$ cat src/rtl/dsas_pkg.sv
// dsas_pkg: types, codes and the month-length table of the daily start alarm scheduler.
// No dependencies. Used by dsas_calc, the core and the testbench.
package dsas_pkg;

  localparam logic [6:0] MaxYear    = 7'd99;
  localparam logic [6:0] MaxHour    = 7'd23;
  localparam logic [3:0] MonthDec   = 4'd12;
  localparam logic [3:0] MonthFeb   = 4'd2;

  typedef enum logic [1:0] {
    ACT_TIME = 2'd0,
    ACT_ON   = 2'd1,
    ACT_OFF  = 2'd2
  } action_e;

  typedef enum logic [1:0] {
    CMD_NONE = 2'd0,
    CMD_ON   = 2'd1,
    CMD_OFF  = 2'd2
  } cmd_e;

  typedef struct packed {
    logic [1:0] action;
    logic [6:0] year;
    logic [3:0] month;
    logic [4:0] day;
    logic [4:0] hour;
    logic [5:0] minute;
    logic [6:0] start_hour;
    logic       hour_given;
  } item_t;

  typedef struct packed {
    logic [1:0] drive_command;
    logic       start_pending;
    logic [6:0] target_year;
    logic [3:0] target_month;
    logic [4:0] target_day;
    logic [4:0] target_hour;
  } result_t;

  typedef struct packed {
    logic [6:0] now_year;
    logic [3:0] now_month;
    logic [4:0] now_day;
    logic [4:0] now_hour;
    logic [5:0] now_minute;
    logic [6:0] due_year;
    logic [3:0] due_month;
    logic [4:0] due_day;
    logic [4:0] due_hour;
    logic       pending;
  } state_t;

  // Days in month; leap year by 4, invalid months have none.
  function automatic logic [4:0] month_len(logic [6:0] y, logic [3:0] m);
    logic [4:0] len;
    case (m)
      4'd1, 4'd3, 4'd5, 4'd7, 4'd8, 4'd10, 4'd12: len = 5'd31;
      4'd4, 4'd6, 4'd9, 4'd11:                   len = 5'd30;
      MonthFeb:                                  len = (y[1:0] == 2'b00) ? 5'd29 : 5'd28;
      default:                                   len = 5'd0;
    endcase
    return len;
  endfunction

endpackage

$ cat src/rtl/dsas_in_if.sv
// dsas_in_if: input item channel, valid/ready with the item fields.
// Depends on nothing.
interface dsas_in_if;
  logic       valid;
  logic       ready;
  logic [1:0] action;
  logic [6:0] year;
  logic [3:0] month;
  logic [4:0] day;
  logic [4:0] hour;
  logic [5:0] minute;
  logic [6:0] start_hour;
  logic       hour_given;

  modport source (
    output valid, action, year, month, day, hour, minute, start_hour, hour_given,
    input  ready
  );
  modport sink (
    input  valid, action, year, month, day, hour, minute, start_hour, hour_given,
    output ready
  );
endinterface

$ cat src/rtl/dsas_out_if.sv
// dsas_out_if: result item channel, valid/ready with the result fields.
// Depends on nothing.
interface dsas_out_if;
  logic       valid;
  logic       ready;
  logic [1:0] drive_command;
  logic       start_pending;
  logic [6:0] target_year;
  logic [3:0] target_month;
  logic [4:0] target_day;
  logic [4:0] target_hour;

  modport source (
    output valid, drive_command, start_pending, target_year, target_month,
           target_day, target_hour,
    input  ready
  );
  modport sink (
    input  valid, drive_command, start_pending, target_year, target_month,
           target_day, target_hour,
    output ready
  );
endinterface

$ cat src/rtl/daily_start_alarm_scheduler_core.sv
// daily_start_alarm_scheduler_core: top level, input register, state and result register.
// Depends on dsas_pkg, dsas_in_if, dsas_out_if and dsas_calc.
//
//   channel  dir  fields
//   req_i    in   action year month day hour minute start_hour hour_given
//   rsp_o    out  drive_command start_pending target_year target_month target_day target_hour
//
// An item is registered on acceptance, then its result in the result register;
// one item per cycle while the result output is not stalled.
// The clock and calendar state updates as the item moves into the result register.
// A stalled result holds the pipeline; the input register still takes an item while empty.
// Reset clears the clock, the target and the pending flag.
module daily_start_alarm_scheduler_core
  import dsas_pkg::*;
(
  input  logic             clk_i,
  input  logic             rst_ni,
  dsas_in_if.sink          req_i,
  dsas_out_if.source       rsp_o
);

  item_t   item_q;
  logic    item_valid_q;
  state_t  state_q, state_d;
  result_t res_q, res_d;
  logic    res_valid_q;
  logic    adv;

  assign adv       = item_valid_q && (!res_valid_q || rsp_o.ready);
  assign req_i.ready = !item_valid_q || adv;

  dsas_calc u_calc (
    .item_i   (item_q),
    .state_i  (state_q),
    .state_o  (state_d),
    .result_o (res_d)
  );

  always_ff @(posedge clk_i or negedge rst_ni) begin
    if (!rst_ni) begin
      item_valid_q <= 1'b0;
      res_valid_q  <= 1'b0;
      state_q      <= '0;
    end else begin
      if (req_i.valid && req_i.ready) begin
        item_valid_q <= 1'b1;
      end else if (adv) begin
        item_valid_q <= 1'b0;
      end
      if (adv) begin
        res_valid_q <= 1'b1;
        state_q     <= state_d;
      end else if (rsp_o.ready) begin
        res_valid_q <= 1'b0;
      end
    end
  end

  always_ff @(posedge clk_i) begin
    if (req_i.valid && req_i.ready) begin
      item_q.action     <= req_i.action;
      item_q.year       <= req_i.year;
      item_q.month      <= req_i.month;
      item_q.day        <= req_i.day;
      item_q.hour       <= req_i.hour;
      item_q.minute     <= req_i.minute;
      item_q.start_hour <= req_i.start_hour;
      item_q.hour_given <= req_i.hour_given;
    end
    if (adv) begin
      res_q <= res_d;
    end
  end

  assign rsp_o.valid         = res_valid_q;
  assign rsp_o.drive_command = res_q.drive_command;
  assign rsp_o.start_pending = res_q.start_pending;
  assign rsp_o.target_year   = res_q.target_year;
  assign rsp_o.target_month  = res_q.target_month;
  assign rsp_o.target_day    = res_q.target_day;
  assign rsp_o.target_hour   = res_q.target_hour;

  a_cmd_code: assert property (@(posedge clk_i) disable iff (!rst_ni)
    res_valid_q |-> (res_q.drive_command == CMD_NONE || res_q.drive_command == CMD_ON
                     || res_q.drive_command == CMD_OFF))
    else $error("undefined drive command");

  a_on_clears: assert property (@(posedge clk_i) disable iff (!rst_ni)
    (res_valid_q && res_q.drive_command == CMD_ON) |-> !res_q.start_pending)
    else $error("turn-on left a start pending");

  a_unresolved: assert property (@(posedge clk_i) disable iff (!rst_ni)
    (res_valid_q && res_q.start_pending && res_q.target_year == 7'd0)
      |-> (state_q.now_year == 7'd0))
    else $error("target date unresolved with a known clock");

  a_state_hold: assert property (@(posedge clk_i) disable iff (!rst_ni)
    !adv |=> $stable(state_q))
    else $error("state changed without an item");

  a_item_hold: assert property (@(posedge clk_i) disable iff (!rst_ni)
    (item_valid_q && !adv) |=> item_valid_q)
    else $error("stalled item dropped");

endmodule

$ cat src/rtl/dsas_calc.sv
// dsas_calc: next state and result for one item (update, schedule, resolve, fire).
// Depends on dsas_pkg.
module dsas_calc
  import dsas_pkg::*;
(
  input  item_t   item_i,
  input  state_t  state_i,
  output state_t  state_o,
  output result_t result_o
);

  logic       on_sched, on_now, pend1, do_sched, fire;
  logic [6:0] now_y;
  logic [3:0] now_m;
  logic [4:0] now_d, now_h, h, mlen;
  logic [5:0] now_min;
  logic [6:0] sy, due_y;
  logic [3:0] sm, due_m;
  logic [4:0] sd, due_d, due_h;
  logic [1:0] cmd;

  always_comb begin
    on_sched = (item_i.action == ACT_ON) && item_i.hour_given
               && (item_i.start_hour <= MaxHour);
    on_now   = (item_i.action == ACT_ON) && !on_sched;

    if (item_i.action == ACT_TIME) begin
      now_y   = item_i.year;
      now_m   = item_i.month;
      now_d   = item_i.day;
      now_h   = item_i.hour;
      now_min = item_i.minute;
    end else begin
      now_y   = state_i.now_year;
      now_m   = state_i.now_month;
      now_d   = state_i.now_day;
      now_h   = state_i.now_hour;
      now_min = state_i.now_minute;
    end

    pend1    = on_sched ? 1'b1 : (on_now ? 1'b0 : state_i.pending);
    do_sched = (now_y != 7'd0) && pend1 && (on_sched || (state_i.due_year == 7'd0));
    h        = on_sched ? item_i.start_hour[4:0] : state_i.due_hour;

    // today, or tomorrow with month and year rollover (the year saturates at MaxYear)
    mlen = month_len(now_y, now_m);
    sy = now_y;
    sm = now_m;
    sd = now_d;
    if (now_h >= h) begin
      if (now_d >= mlen) begin
        sd = 5'd1;
        if (now_m == MonthDec) begin
          sm = 4'd1;
          sy = (now_y >= MaxYear) ? MaxYear : now_y + 7'd1;
        end else begin
          sm = now_m + 4'd1;
        end
      end else begin
        sd = now_d + 5'd1;
      end
    end

    if (do_sched) begin
      due_y = sy;
      due_m = sm;
      due_d = sd;
      due_h = h;
    end else if (on_sched) begin
      due_y = 7'd0;
      due_m = 4'd0;
      due_d = 5'd0;
      due_h = h;
    end else begin
      due_y = state_i.due_year;
      due_m = state_i.due_month;
      due_d = state_i.due_day;
      due_h = state_i.due_hour;
    end

    fire = pend1 && (due_y != 7'd0)
           && ({now_y, now_m, now_d, now_h, now_min} > {due_y, due_m, due_d, due_h, 6'd0});

    if (fire || on_now)                  cmd = CMD_ON;
    else if (item_i.action == ACT_OFF)   cmd = CMD_OFF;
    else                                 cmd = CMD_NONE;

    state_o.now_year   = now_y;
    state_o.now_month  = now_m;
    state_o.now_day    = now_d;
    state_o.now_hour   = now_h;
    state_o.now_minute = now_min;
    state_o.due_year   = due_y;
    state_o.due_month  = due_m;
    state_o.due_day    = due_d;
    state_o.due_hour   = due_h;
    state_o.pending    = pend1 && !fire;

    result_o.drive_command = cmd;
    result_o.start_pending = pend1 && !fire;
    result_o.target_year   = due_y;
    result_o.target_month  = due_m;
    result_o.target_day    = due_d;
    result_o.target_hour   = due_h;
  end

endmodule

$ cat src/flat_wrapper.sv
// flat-port wrapper written by rule: the top's interface ports become plain ports
module daily_start_alarm_scheduler_core_flat import dsas_pkg::*;
  (clk_i, rst_ni, req_i_valid, req_i_action, req_i_year, req_i_month, req_i_day, req_i_hour, req_i_minute, req_i_start_hour, req_i_hour_given, req_i_ready, rsp_o_valid, rsp_o_drive_command, rsp_o_start_pending, rsp_o_target_year, rsp_o_target_month, rsp_o_target_day, rsp_o_target_hour, rsp_o_ready);
  dsas_in_if req_i_i ();
  dsas_out_if rsp_o_i ();
  input  logic clk_i;
  input  logic rst_ni;
  input wire logic [$bits(req_i_i.valid)-1:0] req_i_valid;
  input wire logic [$bits(req_i_i.action)-1:0] req_i_action;
  input wire logic [$bits(req_i_i.year)-1:0] req_i_year;
  input wire logic [$bits(req_i_i.month)-1:0] req_i_month;
  input wire logic [$bits(req_i_i.day)-1:0] req_i_day;
  input wire logic [$bits(req_i_i.hour)-1:0] req_i_hour;
  input wire logic [$bits(req_i_i.minute)-1:0] req_i_minute;
  input wire logic [$bits(req_i_i.start_hour)-1:0] req_i_start_hour;
  input wire logic [$bits(req_i_i.hour_given)-1:0] req_i_hour_given;
  output wire logic [$bits(req_i_i.ready)-1:0] req_i_ready;
  output wire logic [$bits(rsp_o_i.valid)-1:0] rsp_o_valid;
  output wire logic [$bits(rsp_o_i.drive_command)-1:0] rsp_o_drive_command;
  output wire logic [$bits(rsp_o_i.start_pending)-1:0] rsp_o_start_pending;
  output wire logic [$bits(rsp_o_i.target_year)-1:0] rsp_o_target_year;
  output wire logic [$bits(rsp_o_i.target_month)-1:0] rsp_o_target_month;
  output wire logic [$bits(rsp_o_i.target_day)-1:0] rsp_o_target_day;
  output wire logic [$bits(rsp_o_i.target_hour)-1:0] rsp_o_target_hour;
  input wire logic [$bits(rsp_o_i.ready)-1:0] rsp_o_ready;
  assign req_i_i.valid = req_i_valid;
  assign req_i_i.action = req_i_action;
  assign req_i_i.year = req_i_year;
  assign req_i_i.month = req_i_month;
  assign req_i_i.day = req_i_day;
  assign req_i_i.hour = req_i_hour;
  assign req_i_i.minute = req_i_minute;
  assign req_i_i.start_hour = req_i_start_hour;
  assign req_i_i.hour_given = req_i_hour_given;
  assign req_i_ready = req_i_i.ready;
  assign rsp_o_valid = rsp_o_i.valid;
  assign rsp_o_drive_command = rsp_o_i.drive_command;
  assign rsp_o_start_pending = rsp_o_i.start_pending;
  assign rsp_o_target_year = rsp_o_i.target_year;
  assign rsp_o_target_month = rsp_o_i.target_month;
  assign rsp_o_target_day = rsp_o_i.target_day;
  assign rsp_o_target_hour = rsp_o_i.target_hour;
  assign rsp_o_i.ready = rsp_o_ready;
  daily_start_alarm_scheduler_core u_core (.clk_i(clk_i), .rst_ni(rst_ni), .req_i(req_i_i), .rsp_o(rsp_o_i));
endmodule
$ cat config.mk
export PLATFORM = sky130hd
export DESIGN_NAME = daily_start_alarm_scheduler_core_flat
export DESIGN_NICKNAME = d
export VERILOG_FILES = /design/src/rtl/dsas_pkg.sv /design/src/rtl/dsas_in_if.sv /design/src/rtl/dsas_out_if.sv /design/src/rtl/daily_start_alarm_scheduler_core.sv /design/src/rtl/dsas_calc.sv /design/src/flat_wrapper.sv
export SDC_FILE = /design/constraint.sdc
export NUM_CORES = 1
export LEC_CHECK = 0
export BUFFER_PORTS_ARGS = -buffer_cell sky130_fd_sc_hd__buf_2
export CAP_MARGIN = 30
export CORE_UTILIZATION = 35
export DETAILED_ROUTE_END_ITERATION = 10
export GPL_TIMING_DRIVEN = 1
export SLEW_MARGIN = 40
export SYNTH_ARGS = -nofsm -noshare
export SYNTH_HDL_FRONTEND = slang
export SYNTH_SLANG_ARGS = --single-unit
export TNS_END_PERCENT = 100
$ cat constraint.sdc
create_clock -name clk_i -period 8.6 [get_ports clk_i]
set_input_delay 1.72 -clock clk_i [delete_from_list [all_inputs] [get_ports clk_i]]
set_output_delay 1.72 -clock clk_i [all_outputs]
set_load 0.01 [all_outputs]
Yosys cells after proc, flatten, opt, wreduce, memory -nomap -nowiden
Index checks and enable logic that the tools add are counted.

storage, ports and cells
  bits in registers = 112
  logic and storage cells = 107
  output and inout port bits = 26
  bits of input ports = 41

cells by class
  muxes and demuxes = 32
  reduce and logical (&&, ||, !) cells = 27
  add/sub/neg operators = 3
  magnitude comparators = 5
  equality and inequality tests = 14

operator list
  kind                 count
  $mux 7               7
  $mux 5               9
  $gt 27x27->1         1
  $mux 4               6
  $eq 4x4->1 const B   5
  $eq 4x3->1 const B   4
  $pmux 5 s3           1
  $reduce_bool 7->1    2
  $ge 5x5->1           2
  $logic_and 1x1->1    10
  $eq 4x2->1 const B   2
  $add 7x1->7 const B  1
  $ge 7x7->1 const B   1
  $le 7x5->1 const B   1
  $logic_not 7->1      1
  $mux 1               7
  $reduce_or 7->1      1
  $mux 6               1
  $add 5x1->5 const B  1
  $add 4x1->4 const B  1
  $eq 4x1->1 const B   1
  $logic_not 1->1      4
  $logic_not 2->1      2
  $logic_or 1x1->1     4
  other kinds (5)      6

Longest topological paths before layout
  depth after elaboration = 15
  depth in mapped cells = 32
  depth with buffers taken out = 28

Hierarchy
From an unflattened synthesis, not the netlist that was laid out.

second synthesis, totals
  cell total of the unflattened synthesis = 506
  area, all modules = 6368.6 um^2

modules (own cells, without submodules)
  module                            cells each  seq. area each (um^2)  area an instance (um^2)  times used
  daily_start_alarm_scheduler_core  173         3108.0                 3955.0                   1
  dsas_calc                         333         0.0                    2413.6                   1

Worst setup path before layout
OpenSTA, ideal clock, no wires.

  path type = reg2reg
  from = reg u_core.item_q[35] (netlist bit)
  to = reg u_core.res_q (netlist bit u_core.rsp_o.drive_command[0]) (data pin)
  cell stages (with the launch flop) = 30
  library setup time = 270 ps
  period minus slack after synthesis = 5936 ps
  buffers on the path = 3
  setup slack = 2664 ps
  required time = 8330 ps
  arrival time = 5666 ps
  cells stage by stage = edfxtp_1 -> nor2_4 -> buf_12 -> buf_4 -> buf_2 -> mux2i_1 -> inv_1 -> ha_1 -> or3_1 -> a31oi_1 -> a31o_1 -> ha_1 -> a21oi_1 -> o211ai_1 -> a31o_2 -> nand2b_1 -> o21ai_0 -> o21ai_0 -> mux2i_1 -> inv_1 -> ha_1 -> and4_1 -> nand4_1 -> a2111oi_4 -> nand2_1 -> nor4bb_1 -> a31oi_1 -> nand3_1 -> o2111ai_1 -> a22oi_1

RTL lines
  what                    RTL line                                text
  start: declaration      daily_start_alarm_scheduler_core.sv:22  item_t item_q;
  end signal: assignment  daily_start_alarm_scheduler_core.sv:71  res_q <= res_d;
  end: declaration        daily_start_alarm_scheduler_core.sv:25  result_t res_q, res_d;

==> results_dict.tcl <==
set metrics [dict create \
    outcome "completed" \
    ys.flop_type "edfxtp_1" \
    tns_ns 0 \
    yosysUniqueCellTypes 73 \
    wl_per_cell_um 15.64 \
    dpl-instance-area_um2 6296 \
    remaining_drc_errors 0 \
    fin_area_um2 6574 \
    async_flop_share_pct 45.54 \
    final_nets 657 \
    end_kind "flip-flop" \
    grt_pass1_vias 4034 \
    drive_gt1_share_pct 20.17 \
    dieArea_um2 16960 \
    vias 4051 \
    hold_viol_final 0 \
    fin_util_pct 41.23 \
    cts-hold-fix-buffers 0 \
    cpMostUsedCell "ha_1" \
    ant_nets 0 \
    clk_latency_ns 0.36 \
    io_buffers 66 \
    diodes 0 \
    globalplace.congestion 0.9265 \
    ys_seq_area_share_pct 54.00 \
    fin_cells 806 \
    die_y_um 130.2 \
    cts_buffer_depth 2 \
    cpMaxStageDelayCell "mux2i_1" \
    crit_family "compound AO/OA/AOI/OAI gates" \
    cts_tree "built" \
    finalCritPeriodShare_pct 74.00 \
    drt_first_pass_iters 5 \
    place_ws_ns 2.320 \
    root_buffer "clkbuf_16" \
    yosys.area.top_type "edfxtp_1" \
    fillCellCount 1545 \
    powerDensity_nw_per_um2 263.3 \
    synth_common_cells "nand2_1, edfxtp_1, dfrtp_1" \
    worstPathMaxFanout 9 \
    setup_viol 0 \
    dpl.cell_count 790 \
    placement_rows 46 \
    cts_buffers 9 \
    hold_class "reg -> reg" \
    wl_mm 12.60 \
    cts_resized 0 \
    drt_iter0_markers 174 \
    irDropWorstVdd_uv 117.4 \
    crit_type "reg -> reg" \
    ys_ff_latch 112 \
    grt_max_degree 77 \
    crit_path_start_kind "flip-flop" \
    grt_pass1_wl_mm 20.70 \
    slew_headroom_pct 54.64 \
    track_usage_pct 16.23 \
    synth_area_um2 5756 \
    cap_viol_max_count 0 \
    setup_ws_ns 2.236 \
    core_area_um2 15940 \
    cp_data_required_time_ns 8.69 \
    die_w_um 130.2 \
    hold_slack_ns 0.4730 \
    cts.clk_slew.worst_paths_ns 0.07 \
    htree_levels 3 \
    vias_per_cell 5.026 \
    cts.sinks 112 \
    synth_most_common_cell "nand2_1" \
    syn_area_per_cell_um2 11.03 \
    maxSlewViolCount 0 \
    rsz0062_at_grt "false" \
    fmax_mhz 157.1 \
    initial_core_util_pct 36.10 \
    fin_crit_ns 6.364 \
    timing.critical_path.buf_inv 2 \
    dp_hpwl_mm 9.154 \
    synth_area_leaders "edfxtp_1, dfrtp_1, ha_1" \
    synth_warnings 0 \
    total_power_mw 1.731 \
    finalClockSkew_ns 0.007089 \
    critPathMaxStageDelay_ns 0.57 \
    grt_antenna_before_repair 0 \
    io_pins 67 \
    syn_nets 594 \
    synth-edff-count 61 \
    area.growth.synth_to_final_pct 14.22 \
    yosys.area.top_type_share_pct 31.83 \
    synth_cells 522 \
    p_leak_nw 2.917 \
    worst_pin_slew_ns 0.6615 \
    arrival_ns 6.45 \
    overflow 0 \
    post-cts-setup-buffer-count 0 \
]
sequential cells by signal (all words and copies together), names as in the netlist:
name                        flops
u_core.item_q                  37
u_core.rsp_o.target_year        7
u_core.rsp_o.valid              1
u_core.item_valid_q             1
u_core.rsp_o.drive_command      2
u_core.rsp_o.target_hour        5
u_core.rsp_o.target_month       4
u_core.state_q                 49
u_core.rsp_o.start_pending      1
u_core.rsp_o.target_day         5
routing by layer:
metal | routed length [um] | global-route usage [%]
met2 | 5323 | 23.62
met5 | 0 | 0
met4 | 316 | 6.840
met1 | 6404 | 23.18
met3 | 558 | 3.608
power breakdown:
part | switching, mW | total [mW] | leakage, nW | internal, mW
sequential | 0.0611 | 0.745 | 1.25 | 0.684
clock | 0.198 | 0.397 | 0.137 | 0.199
combinational | 0.355 | 0.588 | 1.53 | 0.233
total | 0.615 | 1.73 | 2.92 | 1.12
logic make-up after synthesis:
group | Yosys count | synth area share, %
compound gates | 119 | 13.83
xor+xnor | 2 | 0.3044
fa+ha+maj | 31 | 6.739
buf+inv | 54 | 4.087
flops | 112 | 54.00
mux | 36 | 7.108
simple gates | 168 | 13.93
worst paths after layout:
check                                         from                       endpoint  slack (ns)  depth (start not counted)
min in group asynchronous                   rst_ni             u_core.state_q[31]        1.48                          2
worst max-delay path             u_core.item_q[35]  u_core.rsp_o.drive_command[0]        2.24                         26
max in group asynchronous                   rst_ni             u_core.state_q[48]        6.67                          2
worst min-delay path            u_core.state_q[32]             u_core.state_q[32]        0.47                          2
worst min register to register  u_core.state_q[32]             u_core.state_q[32]        0.47                          2
worst max register to register   u_core.item_q[35]  u_core.rsp_o.drive_command[0]        2.24                         26
tightest hold or removal path: stages (launching register included):
cell     delay (ns)
dfrtp_1        0.34
nand2_1        0.05
nand2_1        0.06
layout make-up:
cell class	count	area, um2	share of cell area [%]
timing repair buffer	71	367.9	5.596
clock inverter	7	52.55	0.7994
sequential	112	3108	47.28
tap	216	270.3	4.111
clock buffer	9	225.2	3.426
inverter	35	131.4	1.998
multi-input combinational	356	2419	36.79
cells in the final DEF, fill, tap and decap left out, types with 3 or more instances in the layout:
cell type  netlist  routed
buf_2            1      66
mux2i_1         20      20
a31oi_1          9       9
nor4_1           4       4
and3_1           4       4
nand2_1         93      92
inv_6            0       3
dfrtp_1         51      51
edfxtp_1        61      61
nand2b_1         7       7
buf_4            4       5
a21o_1           3       3
nor2b_1          5       5
ha_1            31      31
o21a_1           3       3
inv_1           35      35
o21ai_0         47      47
clkbuf_16        0       9
a41oi_1          3       3
and4_1           3       3
nor3_1           5       5
nand3_1         14      14
nor2_1          15      15
a21oi_1         18      18
o211ai_1         3       3
mux2_2          12      12
(Power assumes the default switching activity.)
